## src/hw/rtl/rle_pkg.sv

```systemverilog
package rle_pkg;

    localparam int MaxLiteralsDefault = 16;
    localparam int MaxRun = 255;
    // longest repeat token, bounded by the 8-bit count field
    localparam int RunCap = (MaxRun < 255) ? MaxRun : 255;
    localparam int CmdQDepth = 4;

    localparam logic [1:0] TOK_REPEAT   = 2'd0;
    localparam logic [1:0] TOK_LIT_HDR  = 2'd1;
    localparam logic [1:0] TOK_LIT_BYTE = 2'd2;

    typedef struct packed {
        logic [7:0] data_byte;
        logic       stream_end;
    } t_in_item;

    typedef struct packed {
        logic [1:0] token_kind;
        logic [7:0] run_count;
        logic [7:0] token_byte;
        logic       last_of_item;
        logic       last_of_stream;
    } t_out_item;

    typedef enum logic [1:0] {
        CMD_HOLD,
        CMD_SEND,
        CMD_REPEAT
    } t_cmd_op;

    typedef struct packed {
        t_cmd_op    op;
        logic [7:0] count;
        logic [7:0] value;
        logic       last_item;
        logic       last_stream;
    } t_cmd;

    typedef enum logic {
        BK_IDLE,
        BK_BYTES
    } t_back_state;

endpackage

```

## src/hw/rtl/rle_front.sv

```systemverilog
module rle_front
    import rle_pkg::*;
#(
    parameter int MAX_LITERALS = MaxLiteralsDefault
) (
    input  logic     i_clk,
    input  logic     i_rst_n,
    input  logic     i_push,
    input  t_in_item i_item,
    output logic     o_full,
    output logic     o_cmd_push,
    output t_cmd     o_cmd,
    input  logic     i_cmd_full
);

    localparam int LCW = $clog2(MAX_LITERALS);
    localparam int LitCap = MAX_LITERALS - 1;
    localparam int NumSlots = 7;

    // command slots, issued in this order
    localparam int SL_SEND_EARLY = 0;
    localparam int SL_REP1       = 1;
    localparam int SL_HOLD1      = 2;
    localparam int SL_SEND1      = 3;
    localparam int SL_REP_END    = 4;
    localparam int SL_HOLD_END   = 5;
    localparam int SL_SEND_END   = 6;

    logic [7:0]          r_prev, n_prev;
    logic                r_have, n_have;
    logic [7:0]          r_rc, n_rc;
    logic [LCW-1:0]      r_lc, n_lc;
    logic [NumSlots-1:0] r_mask, n_mask, plan, low_bit, rest;
    logic                r_end;
    logic [7:0]          r_rep1_cnt, r_rep1_val, r_hold1_val;
    logic [7:0]          r_rep_end_cnt, r_rep_end_val, r_hold_end_val;
    logic [7:0]          p_rep1_cnt, p_rep1_val, p_hold1_val;
    logic [7:0]          p_rep_end_cnt, p_rep_end_val, p_hold_end_val;
    logic [7:0]          rc_inc;
    logic [LCW-1:0]      lc_inc;
    logic                accept, issue, last_cmd;

    assign low_bit  = r_mask & (~r_mask + NumSlots'(1));
    assign rest     = r_mask & ~low_bit;
    assign last_cmd = (r_mask != '0) && (rest == '0);
    assign issue    = (r_mask != '0) && !i_cmd_full;
    assign o_full   = !((r_mask == '0) || (last_cmd && !i_cmd_full));
    assign accept   = i_push && !o_full;
    assign rc_inc   = r_rc + 8'd1;
    assign lc_inc   = r_lc + LCW'(1);

    // classify the byte against the pending one and plan the commands
    always_comb begin
        n_prev         = r_prev;
        n_have         = r_have;
        n_rc           = r_rc;
        n_lc           = r_lc;
        plan           = '0;
        p_rep1_cnt     = '0;
        p_rep1_val     = '0;
        p_hold1_val    = '0;
        p_rep_end_cnt  = '0;
        p_rep_end_val  = '0;
        p_hold_end_val = '0;
        if (!r_have) begin
            n_prev = i_item.data_byte;
            n_rc   = 8'd1;
            n_have = 1'b1;
        end else if (i_item.data_byte == r_prev) begin
            // a run starts: literals held so far go out first
            if (r_rc == 8'd1 && r_lc != '0) begin
                plan[SL_SEND_EARLY] = 1'b1;
                n_lc = '0;
            end
            if (int'(rc_inc) >= RunCap) begin
                plan[SL_REP1] = 1'b1;
                p_rep1_cnt    = rc_inc;
                p_rep1_val    = i_item.data_byte;
                n_have        = 1'b0;
                n_rc          = 8'd1;
            end else begin
                n_rc = rc_inc;
            end
        end else begin
            if (r_rc >= 8'd2) begin
                plan[SL_REP1] = 1'b1;
                p_rep1_cnt    = r_rc;
                p_rep1_val    = r_prev;
            end else begin
                plan[SL_HOLD1] = 1'b1;
                p_hold1_val    = r_prev;
                if (int'(lc_inc) >= LitCap) begin
                    plan[SL_SEND1] = 1'b1;
                    n_lc = '0;
                end else begin
                    n_lc = lc_inc;
                end
            end
            n_prev = i_item.data_byte;
            n_rc   = 8'd1;
        end
        if (i_item.stream_end) begin
            if (n_have) begin
                if (n_rc >= 8'd2) begin
                    plan[SL_REP_END] = 1'b1;
                    p_rep_end_cnt    = n_rc;
                    p_rep_end_val    = n_prev;
                end else begin
                    plan[SL_HOLD_END] = 1'b1;
                    plan[SL_SEND_END] = 1'b1;
                    p_hold_end_val    = n_prev;
                end
            end
            n_prev = '0;
            n_have = 1'b0;
            n_rc   = 8'd1;
            n_lc   = '0;
        end
    end

    always_comb begin
        n_mask = r_mask;
        if (issue) begin
            n_mask = rest;
        end
        if (accept) begin
            n_mask = plan;
        end
    end

    // lowest pending slot goes to the queue
    always_comb begin
        o_cmd = '0;
        if (r_mask[SL_SEND_EARLY]) begin
            o_cmd.op = CMD_SEND;
        end else if (r_mask[SL_REP1]) begin
            o_cmd.op    = CMD_REPEAT;
            o_cmd.count = r_rep1_cnt;
            o_cmd.value = r_rep1_val;
        end else if (r_mask[SL_HOLD1]) begin
            o_cmd.op    = CMD_HOLD;
            o_cmd.value = r_hold1_val;
        end else if (r_mask[SL_SEND1]) begin
            o_cmd.op = CMD_SEND;
        end else if (r_mask[SL_REP_END]) begin
            o_cmd.op    = CMD_REPEAT;
            o_cmd.count = r_rep_end_cnt;
            o_cmd.value = r_rep_end_val;
        end else if (r_mask[SL_HOLD_END]) begin
            o_cmd.op    = CMD_HOLD;
            o_cmd.value = r_hold_end_val;
        end else begin
            o_cmd.op = CMD_SEND;
        end
        o_cmd.last_item   = last_cmd;
        o_cmd.last_stream = last_cmd && r_end;
    end

    assign o_cmd_push = issue;

    always_ff @(posedge i_clk) begin
        if (!i_rst_n) begin
            r_prev <= '0;
            r_have <= 1'b0;
            r_rc   <= 8'd1;
            r_lc   <= '0;
            r_mask <= '0;
            r_end  <= 1'b0;
        end else begin
            r_mask <= n_mask;
            if (accept) begin
                r_prev <= n_prev;
                r_have <= n_have;
                r_rc   <= n_rc;
                r_lc   <= n_lc;
                r_end  <= i_item.stream_end;
            end
        end
    end

    always_ff @(posedge i_clk) begin
        if (accept) begin
            r_rep1_cnt     <= p_rep1_cnt;
            r_rep1_val     <= p_rep1_val;
            r_hold1_val    <= p_hold1_val;
            r_rep_end_cnt  <= p_rep_end_cnt;
            r_rep_end_val  <= p_rep_end_val;
            r_hold_end_val <= p_hold_end_val;
        end
    end

    a_lc_below_cap: assert property (@(posedge i_clk) disable iff (!i_rst_n)
        int'(r_lc) < LitCap)
        else $error("front literal count reached the group limit");

    a_rc_range: assert property (@(posedge i_clk) disable iff (!i_rst_n)
        r_rc != 8'd0 && int'(r_rc) < RunCap)
        else $error("front repeat count out of range");

    a_idle_rc_one: assert property (@(posedge i_clk) disable iff (!i_rst_n)
        !r_have |-> r_rc == 8'd1)
        else $error("repeat count not one without a pending byte");

endmodule

```

## src/hw/rtl/rle_cmd_fifo.sv

```systemverilog
module rle_cmd_fifo
    import rle_pkg::*;
(
    input  logic i_clk,
    input  logic i_rst_n,
    input  logic i_push,
    input  t_cmd i_cmd,
    output logic o_full,
    input  logic i_pop,
    output t_cmd o_cmd,
    output logic o_empty
);

    localparam int QAW = $clog2(CmdQDepth);

    t_cmd           r_q [CmdQDepth];
    logic [QAW-1:0] r_wr_ptr, r_rd_ptr;
    logic [QAW:0]   r_count;
    logic           do_push, do_pop;

    assign o_full  = (r_count == (QAW+1)'(CmdQDepth));
    assign o_empty = (r_count == '0);
    assign do_push = i_push && !o_full;
    assign do_pop  = i_pop && !o_empty;
    assign o_cmd   = r_q[r_rd_ptr];

    always_ff @(posedge i_clk) begin
        if (!i_rst_n) begin
            r_wr_ptr <= '0;
            r_rd_ptr <= '0;
            r_count  <= '0;
        end else begin
            if (do_push) begin
                r_wr_ptr <= r_wr_ptr + QAW'(1);
            end
            if (do_pop) begin
                r_rd_ptr <= r_rd_ptr + QAW'(1);
            end
            if (do_push && !do_pop) begin
                r_count <= r_count + (QAW+1)'(1);
            end else if (do_pop && !do_push) begin
                r_count <= r_count - (QAW+1)'(1);
            end
        end
    end

    always_ff @(posedge i_clk) begin
        if (do_push) begin
            r_q[r_wr_ptr] <= i_cmd;
        end
    end

endmodule

```

## src/hw/rtl/rle_back.sv

```systemverilog
module rle_back
    import rle_pkg::*;
#(
    parameter int MAX_LITERALS = MaxLiteralsDefault
) (
    input  logic      i_clk,
    input  logic      i_rst_n,
    input  t_cmd      i_cmd,
    input  logic      i_cmd_empty,
    output logic      o_cmd_pop,
    output t_out_item o_token,
    output logic      o_empty,
    input  logic      i_pop
);

    localparam int LCW = $clog2(MAX_LITERALS);
    localparam int LitCap = MAX_LITERALS - 1;

    t_back_state    r_state, n_state;
    logic [LCW-1:0] r_cnt, n_cnt;
    logic [LCW-1:0] r_idx, n_idx;
    logic [7:0]     r_lit [MAX_LITERALS];
    logic [7:0]     r_rd;
    logic           r_ov, n_ov;
    t_out_item      r_out, n_out;
    logic           r_flag_item, r_flag_stream;
    logic           out_free, last_byte, lit_we;

    assign out_free  = !r_ov || i_pop;
    assign last_byte = (r_idx == r_cnt - LCW'(1));

    always_comb begin
        n_state = r_state;
        unique case (r_state)
            BK_IDLE: begin
                if (o_cmd_pop && i_cmd.op == CMD_SEND) begin
                    n_state = BK_BYTES;
                end
            end
            BK_BYTES: begin
                if (out_free && last_byte) begin
                    n_state = BK_IDLE;
                end
            end
            default: n_state = BK_IDLE;
        endcase
    end

    always_comb begin
        o_cmd_pop = 1'b0;
        lit_we    = 1'b0;
        n_cnt     = r_cnt;
        n_idx     = r_idx;
        n_ov      = r_ov && !i_pop;
        n_out     = r_out;
        unique case (r_state)
            BK_IDLE: begin
                if (!i_cmd_empty) begin
                    unique case (i_cmd.op)
                        CMD_HOLD: begin
                            o_cmd_pop = 1'b1;
                            lit_we    = 1'b1;
                            n_cnt     = r_cnt + LCW'(1);
                        end
                        CMD_REPEAT: begin
                            if (out_free) begin
                                o_cmd_pop            = 1'b1;
                                n_ov                 = 1'b1;
                                n_out.token_kind     = TOK_REPEAT;
                                n_out.run_count      = i_cmd.count;
                                n_out.token_byte     = i_cmd.value;
                                n_out.last_of_item   = i_cmd.last_item;
                                n_out.last_of_stream = i_cmd.last_stream;
                            end
                        end
                        CMD_SEND: begin
                            // header now, held bytes follow from the store
                            if (out_free) begin
                                o_cmd_pop            = 1'b1;
                                n_ov                 = 1'b1;
                                n_idx                = '0;
                                n_out.token_kind     = TOK_LIT_HDR;
                                n_out.run_count      = 8'(r_cnt);
                                n_out.token_byte     = '0;
                                n_out.last_of_item   = 1'b0;
                                n_out.last_of_stream = 1'b0;
                            end
                        end
                        default: ;
                    endcase
                end
            end
            BK_BYTES: begin
                if (out_free) begin
                    n_ov                 = 1'b1;
                    n_out.token_kind     = TOK_LIT_BYTE;
                    n_out.run_count      = '0;
                    n_out.token_byte     = r_rd;
                    n_out.last_of_item   = last_byte && r_flag_item;
                    n_out.last_of_stream = last_byte && r_flag_stream;
                    n_idx                = r_idx + LCW'(1);
                    if (last_byte) begin
                        n_cnt = '0;
                    end
                end
            end
            default: ;
        endcase
    end

    always_ff @(posedge i_clk) begin
        if (!i_rst_n) begin
            r_state <= BK_IDLE;
            r_cnt   <= '0;
            r_idx   <= '0;
            r_ov    <= 1'b0;
        end else begin
            r_state <= n_state;
            r_cnt   <= n_cnt;
            r_idx   <= n_idx;
            r_ov    <= n_ov;
        end
    end

    always_ff @(posedge i_clk) begin
        r_out <= n_out;
        if (o_cmd_pop && i_cmd.op == CMD_SEND) begin
            r_flag_item   <= i_cmd.last_item;
            r_flag_stream <= i_cmd.last_stream;
        end
    end

    // literal store: read data always tracks the next byte index
    always_ff @(posedge i_clk) begin
        if (lit_we) begin
            r_lit[r_cnt] <= i_cmd.value;
        end
        r_rd <= r_lit[n_idx];
    end

    assign o_token = r_out;
    assign o_empty = !r_ov;

    a_cnt_cap: assert property (@(posedge i_clk) disable iff (!i_rst_n)
        int'(r_cnt) <= LitCap)
        else $error("literal store over its group limit");

    a_bytes_nonempty: assert property (@(posedge i_clk) disable iff (!i_rst_n)
        r_state == BK_BYTES |-> r_cnt != '0)
        else $error("sending literal bytes from an empty store");

    a_send_has_bytes: assert property (@(posedge i_clk) disable iff (!i_rst_n)
        (o_cmd_pop && i_cmd.op == CMD_SEND) |-> r_cnt != '0)
        else $error("literal group request with no held bytes");

endmodule

```

## src/hw/rtl/run_length_encoder.sv

```systemverilog
// Run-length encoder with literal groups. Bytes go in on a push/full queue
// port, tokens come out on an empty/pop queue port: repeat tokens (count and
// byte), literal headers (count) and literal bytes. A byte is judged one
// request late, once the next byte shows whether it starts a run; a byte
// marked as stream end flushes everything and always gives at least one
// token. The front classifier takes one byte per cycle while at most one
// planned command is pending and, if one is, the queue has room; it issues
// the commands it plans (hold, send group, repeat; none to four per byte)
// one per cycle, stalling while the four-deep command queue is full. The
// back end writes hold commands into a small store with a registered read
// port and turns the others into repeat tokens or literal headers and bytes.
// MAX_LITERALS sets the store depth; a literal group is sent once it holds
// MAX_LITERALS - 1 bytes.
module run_length_encoder
    import rle_pkg::*;
#(
    parameter int MAX_LITERALS = MaxLiteralsDefault
) (
    input  logic      i_clk,
    input  logic      i_rst_n,
    input  logic      push,
    input  t_in_item  i_item,
    output logic      full,
    input  logic      pop,
    output t_out_item o_token,
    output logic      empty
);

    t_cmd fr_cmd, q_cmd;
    logic fr_push, q_full, q_empty, q_pop;

    rle_front #(
        .MAX_LITERALS(MAX_LITERALS)
    ) u_front (
        .i_clk      (i_clk),
        .i_rst_n    (i_rst_n),
        .i_push     (push),
        .i_item     (i_item),
        .o_full     (full),
        .o_cmd_push (fr_push),
        .o_cmd      (fr_cmd),
        .i_cmd_full (q_full)
    );

    rle_cmd_fifo u_cmd_fifo (
        .i_clk   (i_clk),
        .i_rst_n (i_rst_n),
        .i_push  (fr_push),
        .i_cmd   (fr_cmd),
        .o_full  (q_full),
        .i_pop   (q_pop),
        .o_cmd   (q_cmd),
        .o_empty (q_empty)
    );

    rle_back #(
        .MAX_LITERALS(MAX_LITERALS)
    ) u_back (
        .i_clk       (i_clk),
        .i_rst_n     (i_rst_n),
        .i_cmd       (q_cmd),
        .i_cmd_empty (q_empty),
        .o_cmd_pop   (q_pop),
        .o_token     (o_token),
        .o_empty     (empty),
        .i_pop       (pop)
    );

endmodule
```

## config.mk

```make
export PLATFORM = sky130hd
export DESIGN_NAME = run_length_encoder
export DESIGN_NICKNAME = d
export VERILOG_FILES = /design/src/hw/rtl/rle_pkg.sv /design/src/hw/rtl/rle_front.sv /design/src/hw/rtl/rle_cmd_fifo.sv /design/src/hw/rtl/rle_back.sv /design/src/hw/rtl/run_length_encoder.sv
export SDC_FILE = /design/constraint.sdc
export NUM_CORES = 1
export LEC_CHECK = 0
export ABC_AREA = 1
export CAP_MARGIN = 20
export CORE_UTILIZATION = 55
export DETAILED_ROUTE_END_ITERATION = 8
export DONT_BUFFER_PORTS = 1
export PLACE_DENSITY = 0.7
export SLEW_MARGIN = 10
export SYNTH_ARGS = -nofsm -noshare
export SYNTH_HDL_FRONTEND = slang
export SYNTH_SLANG_ARGS = --single-unit
```

## constraint.sdc

```tcl
create_clock -name i_clk -period 8.44 [get_ports i_clk]
set_clock_uncertainty 0.2 [all_clocks]
set_input_delay 0.422 -clock i_clk [delete_from_list [all_inputs] [get_ports i_clk]]
set_output_delay 0.422 -clock i_clk [all_outputs]
set_load 0.05 [all_outputs]
```

Yosys cells after proc, flatten, opt, wreduce, memory -nomap -nowiden
Memories as Yosys holds them, arrays and structs flattened. A register that Yosys moved wholly into a read port is not among the register bits.
Cells that the tools add are included.

word-level totals
  logic and storage cells = 194
  memories kept = 2
  memory bits (writable) = 208
  input port bits = 13
  output and inout port bits = 22
  register bits = 116

memory list
  memory          words  bits a word  read ports  clocked after memory_dff  wr ports  line                source
  u_back.r_lit    16     8            1           1                         1         rle_back.sv:22      logic [7:0] r_lit [MAX_LITERALS];
  u_cmd_fifo.r_q  4      20           1           1                         1         rle_cmd_fifo.sv:16  t_cmd r_q [CmdQDepth];

cells by class
  add/subtract/negate cells = 10
  equality and inequality tests = 15
  bitwise operators = 8
  $lt $le $gt $ge = 4
  muxes and demuxes = 89
  reductions and logical operators = 40

operators by type and width
  kind                 count
  $mux 8               18
  $mux 20              4
  $pmux 20 s2          2
  $mux 4               15
  $mux 16              2
  $mux 1               27
  $mux 18              1
  $mux 2               9
  $ge 8x2->1 const B   2
  $pmux 4 s2           2
  $logic_and 1x1->1    15
  $and 7x7->7          2
  $logic_not 7->1      2
  $mux 7               2
  $not 7->7            2
  $add 4x1->4 const B  3
  $mux 3               4
  $ne 3x2->1 const B   4
  $add 8x1->8 const B  1
  $eq 8x1->1 const B   1
  $eq 8x8->1           1
  $ge 8x8->1 const B   1
  $ne 2x2->1 const B   4
  $reduce_and 4->1     2
  24 further kinds     40

Logic depth before layout (Yosys ltp)
Gate-level depths: netlist (run 1).

  depth in word-level cells = 11
  depth in mapped cells = 20
  mapped depth without buffers = 18

Modules after synthesis
From an unflattened synthesis (run 1), not the netlist that was laid out.

second synthesis, totals
  cells, all modules = 1,509
  area total of the unflattened synthesis = 15,150.8 um2

by module, submodules not included
  module        area an instance (um2)  instances  seq. area each (um2)  cells an instance
  rle_back      7,619.8                 1          4,864.7               730
  rle_front     4,092.7                 1          2,021.9               515
  rle_cmd_fifo  3,438.3                 1          2,582.5               264

Worst setup path before layout (run 1)
OpenSTA, ideal clock, no wires.

  path kind = reg-to-reg
  start point = reg (tool-made name)
  end point = reg u_back.r_out (netlist bit u_back.o_token[0]) (enable)
  path buffers = 2
  clock period less this slack = 3.103 ns
  required time = 7.843 ns
  stages on the path, launching flop included = 11
  arrival = 2.506 ns
  setup slack = 5.337 ns
  library setup time = 0.397 ns
  cell sequence = dfxtp_1 clkbuf_1 inv_1 clkbuf_1 a21oi_1 a32oi_1 ha_1 inv_1 nand2_1 o21ai_0 nor2_1

RTL lines
  element               line             source
  to (signal assigned)  rle_back.sv:126  r_out <= n_out;
  to (decl)             rle_back.sv:25   t_out_item r_out, n_out;

==> results.md, run 1 <==
- Final hold viol count: 0
- Dpl cells: roughly 1600
- Die height: 164 um
- Min Tclk post-route: 4.52 ns
- Post-Syn Instances: 1330
- Layout Nets: around 1400
- Fillers: about 2000
- Post-detail-place hpwl: roughly 21000 um
- Placement row count: between 50 and 60
- Async SR Flop Fraction: 0%
- CTS max path bufs: 3
- Num CTS Buffers: 35
- Main flop type after synthesis: edfxtp_1
- Via count: roughly 10000
- Peak Freq: roughly 220 MHz
- Least-Margin Pin Slew: ~1.1 ns
- Rel. slew slack: between 20% and 30%
- Buffer type at the clock tree root: clkbuf_16
- Drt drc: 0
- Initial Util: between 50% and 60%
- Worst-path clk slew: about 0.060 ns
- Die W: between 150 and 200 um
- CTS tree: done
- Unique masters post-synth: between 40 and 50
- Max FO, Critical Path: 54
- Hold Path Class: in -> reg
- Synth area leader: edfxtp_1
- Count leader, synth: edfxtp_1
- Fin cells: roughly 1700
- FF+latch area: about 9500 sq um
- Syn-to-layout area delta: 11.2%
- Worst setup margin: 3.92 ns
- Critical path type: reg -> reg
- Synthesized area per cell: 10.8 sq um
- Ports: 35
- Pins Over Slew Limit: 0
- Largest net degree at the start of global routing: 56
- Tot Pwr: 5.17 mW
- Register area share after synthesis: between 60 and 70%
- Global-route wire length before repair: slightly above 50000 um
- Top cell type's share of synthesized area: just under 60%
- RePlAce Congestion: 0.902
- H-Tree Depth: 2
- Setup-failing EPs final: 0
- Vias per cell: approximately 6
- Antenna-violating nets left: 0
- Ys Warns: 0
- Pleak: ~5.8 nW
- Multi-input logic area: about 4200 sq um
- CP startpoint kind: register
- # Max-Cap Violations: 0
- WHS: just over 0.02 ns
- Layout cells sized above 1: 7.69%
- Final WL: 32700 um
- GRT Residual Overflow: 0
- TritonCTS Sinks: between 300 and 400
- Worst Setup End Kind: register
- DR iter-0 viols: 1095
- GRT Total Usage: between 20 and 25%
- Post-CTS setup buffer count: 0
- Unrepaired setup endpoints after global routing: false
- Synth cell count leaders: edfxtp_1 (278), nand2_1 (202), nor2_1 (151)
- DRT Pass-1 Iters: 5
- Worst-skew pair later-pin latency: 0.53 ns
- Critical Path RT: between 8 and 9 ns
- Worst vdd ir: about 0.24 mV
- Setup TNS: 0 ns
- IO Port Bufs: 0
- Synth area leaders: edfxtp_1 (58%), dfxtp_1 (7.8%), nand2_1 (5.3%)
- CP arrival: 4.79 ns
- Initial antenna violation count: 0
- Ant. Diodes: 0
- Status: completed
- Drt wl/cell: 19.3 um
- Die area: around 27000 sq um
- EDFF count, synth: ~280
- Synth Cell Area: roughly 14000 sq um
- Period Utilization, post-route: a little over half
- Post-synthesis sequential element count: roughly 330
- Core area: about 25000 sq um
- Place WS: between 3 and 4 ns
- Power Density: about 320 nW/um^2
- Syn nets: approximately 1400
- Vias in the first global route: a little over 9000
-- state kept, by name, indices dropped and copies added, names as in the netlist, 3 cells and up, named ones only --
| name | count |
|---|---|
| u_front.r_rep1_cnt | 8 |
| u_front.r_rep1_val | 8 |
| u_cmd_fifo.r_q | 80 |
| u_cmd_fifo.r_count | 3 |
| u_front.r_mask | 7 |
| u_front.r_prev | 8 |
| u_front.r_lc | 4 |
| u_back.r_cnt | 4 |
| u_back.r_rd | 8 |
| u_front.r_rc | 8 |
| u_back.r_lit | 128 |
| u_front.r_hold_end_val | 8 |
| u_back.o_token | 20 |
| u_back.r_idx | 4 |
| u_front.r_hold1_val | 8 |
| u_front.r_rep_end_val | 8 |
| u_front.r_rep_end_cnt | 8 |
-- worst max-delay path, stage by stage (launching register included) --
cell,delay (ns)
dfxtp_1,0.73
inv_1,0.53
a32oi_1,0.42
inv_1,0.11
ha_1,0.24
nand3_1,0.10
nand3_1,0.08
buf_4,0.29
nand2_2,0.59
buf_4,0.52
o21ai_0,0.16
o211ai_1,0.24
nand3_1,0.12
nand2_1,0.10
-- final cells by class --
class / instances / share of cell area, %
clock buffers: 48 / 6.21
clock inverters: 16 / 1.19
inverters: 125 / 2.94
multi-input cells: 810 / 26.3
flip-flops and latches: 334 / 59.0
well taps: 330 / 2.57
repair buffers: 32 / 1.78
-- metal layers --
| layer | share of wire, % | up-vias | routed length, um | GRT usage, % |
|---|---|---|---|---|
| li1 | - | 4702 | - | - |
| met1 | 44 | 4716 | 14600 | 36.4 |
| met2 | 45 | 433 | 14800 | 38.6 |
| met3 | 8.2 | 56 | 2680 | 4.19 |
| met4 | 2.1 | 0 | 676 | 6.99 |
| met5 | 0 | - | 0 | 0 |
-- final timing paths --
check	from	end	slack, ns	cells past startpoint
worst min-delay path	pop	u_back.r_ov$_SDFF_PN0_	0.02	3
worst max-delay path	register	u_back.r_rd[1]$_DFF_P_	3.92	13
worst max register to register	register	u_back.r_rd[1]$_DFF_P_	3.92	13
worst min register to register	u_cmd_fifo.r_rd_ptr[1]$_SDFFE_PN0P_	u_cmd_fifo.r_rd_ptr[1]$_SDFFE_PN0P_	0.29	2
-- layout by cell type (no fill, tap or decap), types with 14 or more instances in the layout --
| master | instances |
|---|---|
| edfxtp_1 | 278 |
| nand2_1 | 201 |
| nor2_1 | 150 |
| inv_1 | 112 |
| a21oi_1 | 94 |
| o21ai_0 | 92 |
| nand3_1 | 83 |
| o211ai_1 | 65 |
| dfxtp_1 | 56 |
| clkbuf_16 | 36 |
| ha_1 | 22 |
| buf_4 | 21 |
| nand4_1 | 16 |
| o22ai_1 | 14 |
-- cell families after synthesis --
logic type | Yosys count | synth area share (%)
DFF | 334 | 65.6
buffers and inverters | 186 | 5.16
and+or+nand+nor | 477 | 14.1
AOI/OAI and AO/OA | 295 | 12.1
xor gates and xnor gates | 15 | 0.963
adders and majority gates | 23 | 2.05
-- metrics by stage --
stage                     util, %  area (sq um)
after detailed placement     57.9         14700
after CTS                    63.0         16000
after global routing         63.0         16000
final                        63.0         16000
after floorplan                 -         14400
after global placement       57.8         14700
-- power by group --
| part | leakage [nW] | total [mW] | internal [mW] | switching, mW |
|---|---|---|---|---|
| Sequential | 3.06 | 2.44 | 2.16 | 0.288 |
| Clock | 0.586 | 1.57 | 0.952 | 0.614 |
| Combinational | 2.17 | 1.16 | 0.315 | 0.844 |
| Total | 5.82 | 5.17 | 3.42 | 1.75 |
-- repair_timing --
item                      CTS  global route
hold endpoints to repair   50             0
resized for setup           0             0
hold buffers               10             0
(Power assumes the default switching activity.)
==> inputs of run 2 (changes only) <==
==> constraint.sdc (replaced) <==
create_clock -name i_clk -period 4.6 [get_ports i_clk]
set_clock_uncertainty 0.2 [all_clocks]
set_input_delay 0.23 -clock i_clk [delete_from_list [all_inputs] [get_ports i_clk]]
set_output_delay 0.23 -clock i_clk [all_outputs]
set_load 0.05 [all_outputs]
==> run 2 against run 1 <==
- critical endpoint is now u_back.r_rd[6]$_DFF_P_
- first-iteration DRC count fell by 1.1%
- critical path depth down 1
- count of clock-buffer cells in the layout down 7
- final cell count grew 0.41%
- via count shrank 0.58%
- die area unchanged
- core utilization increased by 0.72 points
- wire length down 0.43%
==> results.md, run 2 (synthesis gave the netlist of run 1 again) <==
- Antenna-violating nets left: 0 (unchanged)
- Vias per cell: 5.79 (-0.98%)
- CP arrival: 3.72 ns (-1.07 ns)
- Worst-path clk slew: 0.06 ns (about the same)
- Pleak: 5.90 nW (+1.5%)
- Largest register by flop count: u_back.r_lit
- Cells on worst reg2reg path: 12 (-1)
- Pins Over Slew Limit: 0 (unchanged)
- CTS max path bufs: 3 (unchanged)
- Most used routing layer: met2
- Grt met3 use: 3.91% (-0.28 points)
- Post-CTS sizing: 0 (unchanged)
- Final WL: 32600 um (-0.43%)
- CTS tree: done
- Ant. Diodes: 0 (unchanged)
- Worst Setup End Kind: register
- Power Density: 605 nW/um^2 (+88%)
- Placement row count: 58 (unchanged)
- Layout cells sized above 1: 8.24% (+0.54 points)
- GRT Total Usage: 25.0% (+0.11 points)
- Via count: 9850 (-0.58%)
- IO Port Bufs: 0 (unchanged)
- Drt wl/cell: 19.2 um (-0.84%)
- Drt drc: 0 (unchanged)
- Syn-to-layout area delta: 12.5%
- Post-CTS setup buffer count: 0 (unchanged)
- Largest net degree at the start of global routing: 98 (+75%)
- Vias in the first global route: 9254 (+0.70%)
- H-Tree Depth: 2 (unchanged)
- Status: completed
- Hold Path Stages: 5 (+2)
- R2R setup slack: 1.15 ns (-2.77 ns)
- CP startpoint kind: register
- Commonest non-fill, non-tap cell in the layout: edfxtp_1
- Tot Pwr: 9.82 mW (+90%)
- DR iter-0 viols: 1083 (-1.1%)
- Core area: 25500 sq um (unchanged)
- Setup TNS: 0 ns (unchanged)
- Die W: 164 um (unchanged)
- Initial Util: 56.6% (unchanged)
- Met1 GRT Util: 36.2% (-0.17 points)
- GRT Residual Overflow: 0 (unchanged)
- Initial antenna violation count: 0 (unchanged)
- Critical Path RT: 4.87 ns (-3.84 ns)
- Setup-failing EPs final: 0 (unchanged)
- Min Tclk post-route: 3.45 ns (-1.07 ns)
- DRT Pass-1 Iters: 6 (+1)
- Rel. slew slack: 32.1% (+2.7 points)
- Least-Margin Pin Slew: 1.01 ns (-0.0403 ns)
- Buffer type at the clock tree root: clkbuf_16
- # Max-Cap Violations: 0 (unchanged)
- Final hold viol count: 0 (unchanged)
- RePlAce Congestion: 0.903 (+0.18%)
- Met2 Use GR: 39.0% (+0.40 points)
- Num CTS Buffers: 36 (+2.9%)
- Most frequent cells in the layout: edfxtp_1 (278), nand2_1 (201), nor2_1 (150)
- Max reg flops: 128 (unchanged)
- Area of placed instances: 14800 sq um (+0.29%)
- Global-route wire length before repair: 51200 um (+1.0%)
- Peak Freq: 290 MHz (+31%)
- Ports: 35 (unchanged)
- Fin area: 16200 sq um (+1.1%)
- Period Utilization, post-route: 75.0% (+21 points)
- Layout Nets: 1381 (+0.51%)
- Worst-skew pair later-pin latency: 0.52 ns (about the same)
- Hold Path Class: in -> reg
- Hold Buf Count CTS: 12 (+2)
- Die height: 164 um (unchanged)
- Max FO, Critical Path: 19 (-65%)
- Worst vdd ir: 0.728 mV (+200%)
- Die area: 26900 sq um (unchanged)
- Critical path type: reg -> reg
- TritonCTS Sinks: 334 (unchanged)
- Post-detail-place hpwl: 21000 um (-0.95%)
- Unrepaired setup endpoints after global routing: false
## run 2: through the flow
stage          cells  utilization [%]  hold WS (ns)  setup slack (ns)
3_5_place_dp    1624             58.1         0.140              1.24
4_1_cts         1701             63.7        0.0119              1.22
5_1_grt         1702             63.7        0.0394             0.887
2_1_floorplan   1330                -         0.168              1.50
3_3_place_gp    1623             58.0         0.136              1.36
6_report        1702             63.7        0.0315              1.15
## run 2: worst paths after layout
kind / from / endpoint
worst max-delay path: register / u_back.r_rd[6]$_DFF_P_
worst min-delay path: i_item[5] / u_front.r_rep1_cnt[1]$_SDFFCE_PN0P_
worst max register to register: register / u_back.r_rd[6]$_DFF_P_
worst min register to register: u_cmd_fifo.r_rd_ptr[1]$_SDFFE_PN0P_ / u_cmd_fifo.r_rd_ptr[1]$_SDFFE_PN0P_
## run 2: area by class of cell
type,count,area (sq um)
Clock inverter,24,330
Sequential cell,334,9470
Fill cell,1903,9250
Multi-Input combinational cell,810,4220
Clock buffer,41,972
Tap cell,330,413
Inverter,125,472
Timing Repair Buffer,38,352
## run 2: worst max-delay path: stages (launching register included)
cell and delay [ns]:
dfxtp_1 0.30, buf_4 0.23, inv_1 0.13, a32oi_1 0.36
inv_1 0.12, ha_1 0.25, nand4_1 0.16, nand3_1 0.10
o21ai_2 0.30, clkinv_1 0.69, o211ai_1 0.31, nand3_1 0.12
nand2_1 0.11
## run 2: where the power goes
part           internal, mW  switching (mW)
Sequential             3.95           0.518
Clock                  1.97            1.16
Combinational         0.613            1.61
## run 2: layer usage
| metal | up-vias | part of all wire (%) |
|---|---|---|
| met5 | - | 0 |
| met4 | 0 | 1.9 |
| met3 | 56 | 7.4 |
| met2 | 401 | 47 |
| met1 | 4681 | 44 |
| li1 | 4712 | - |
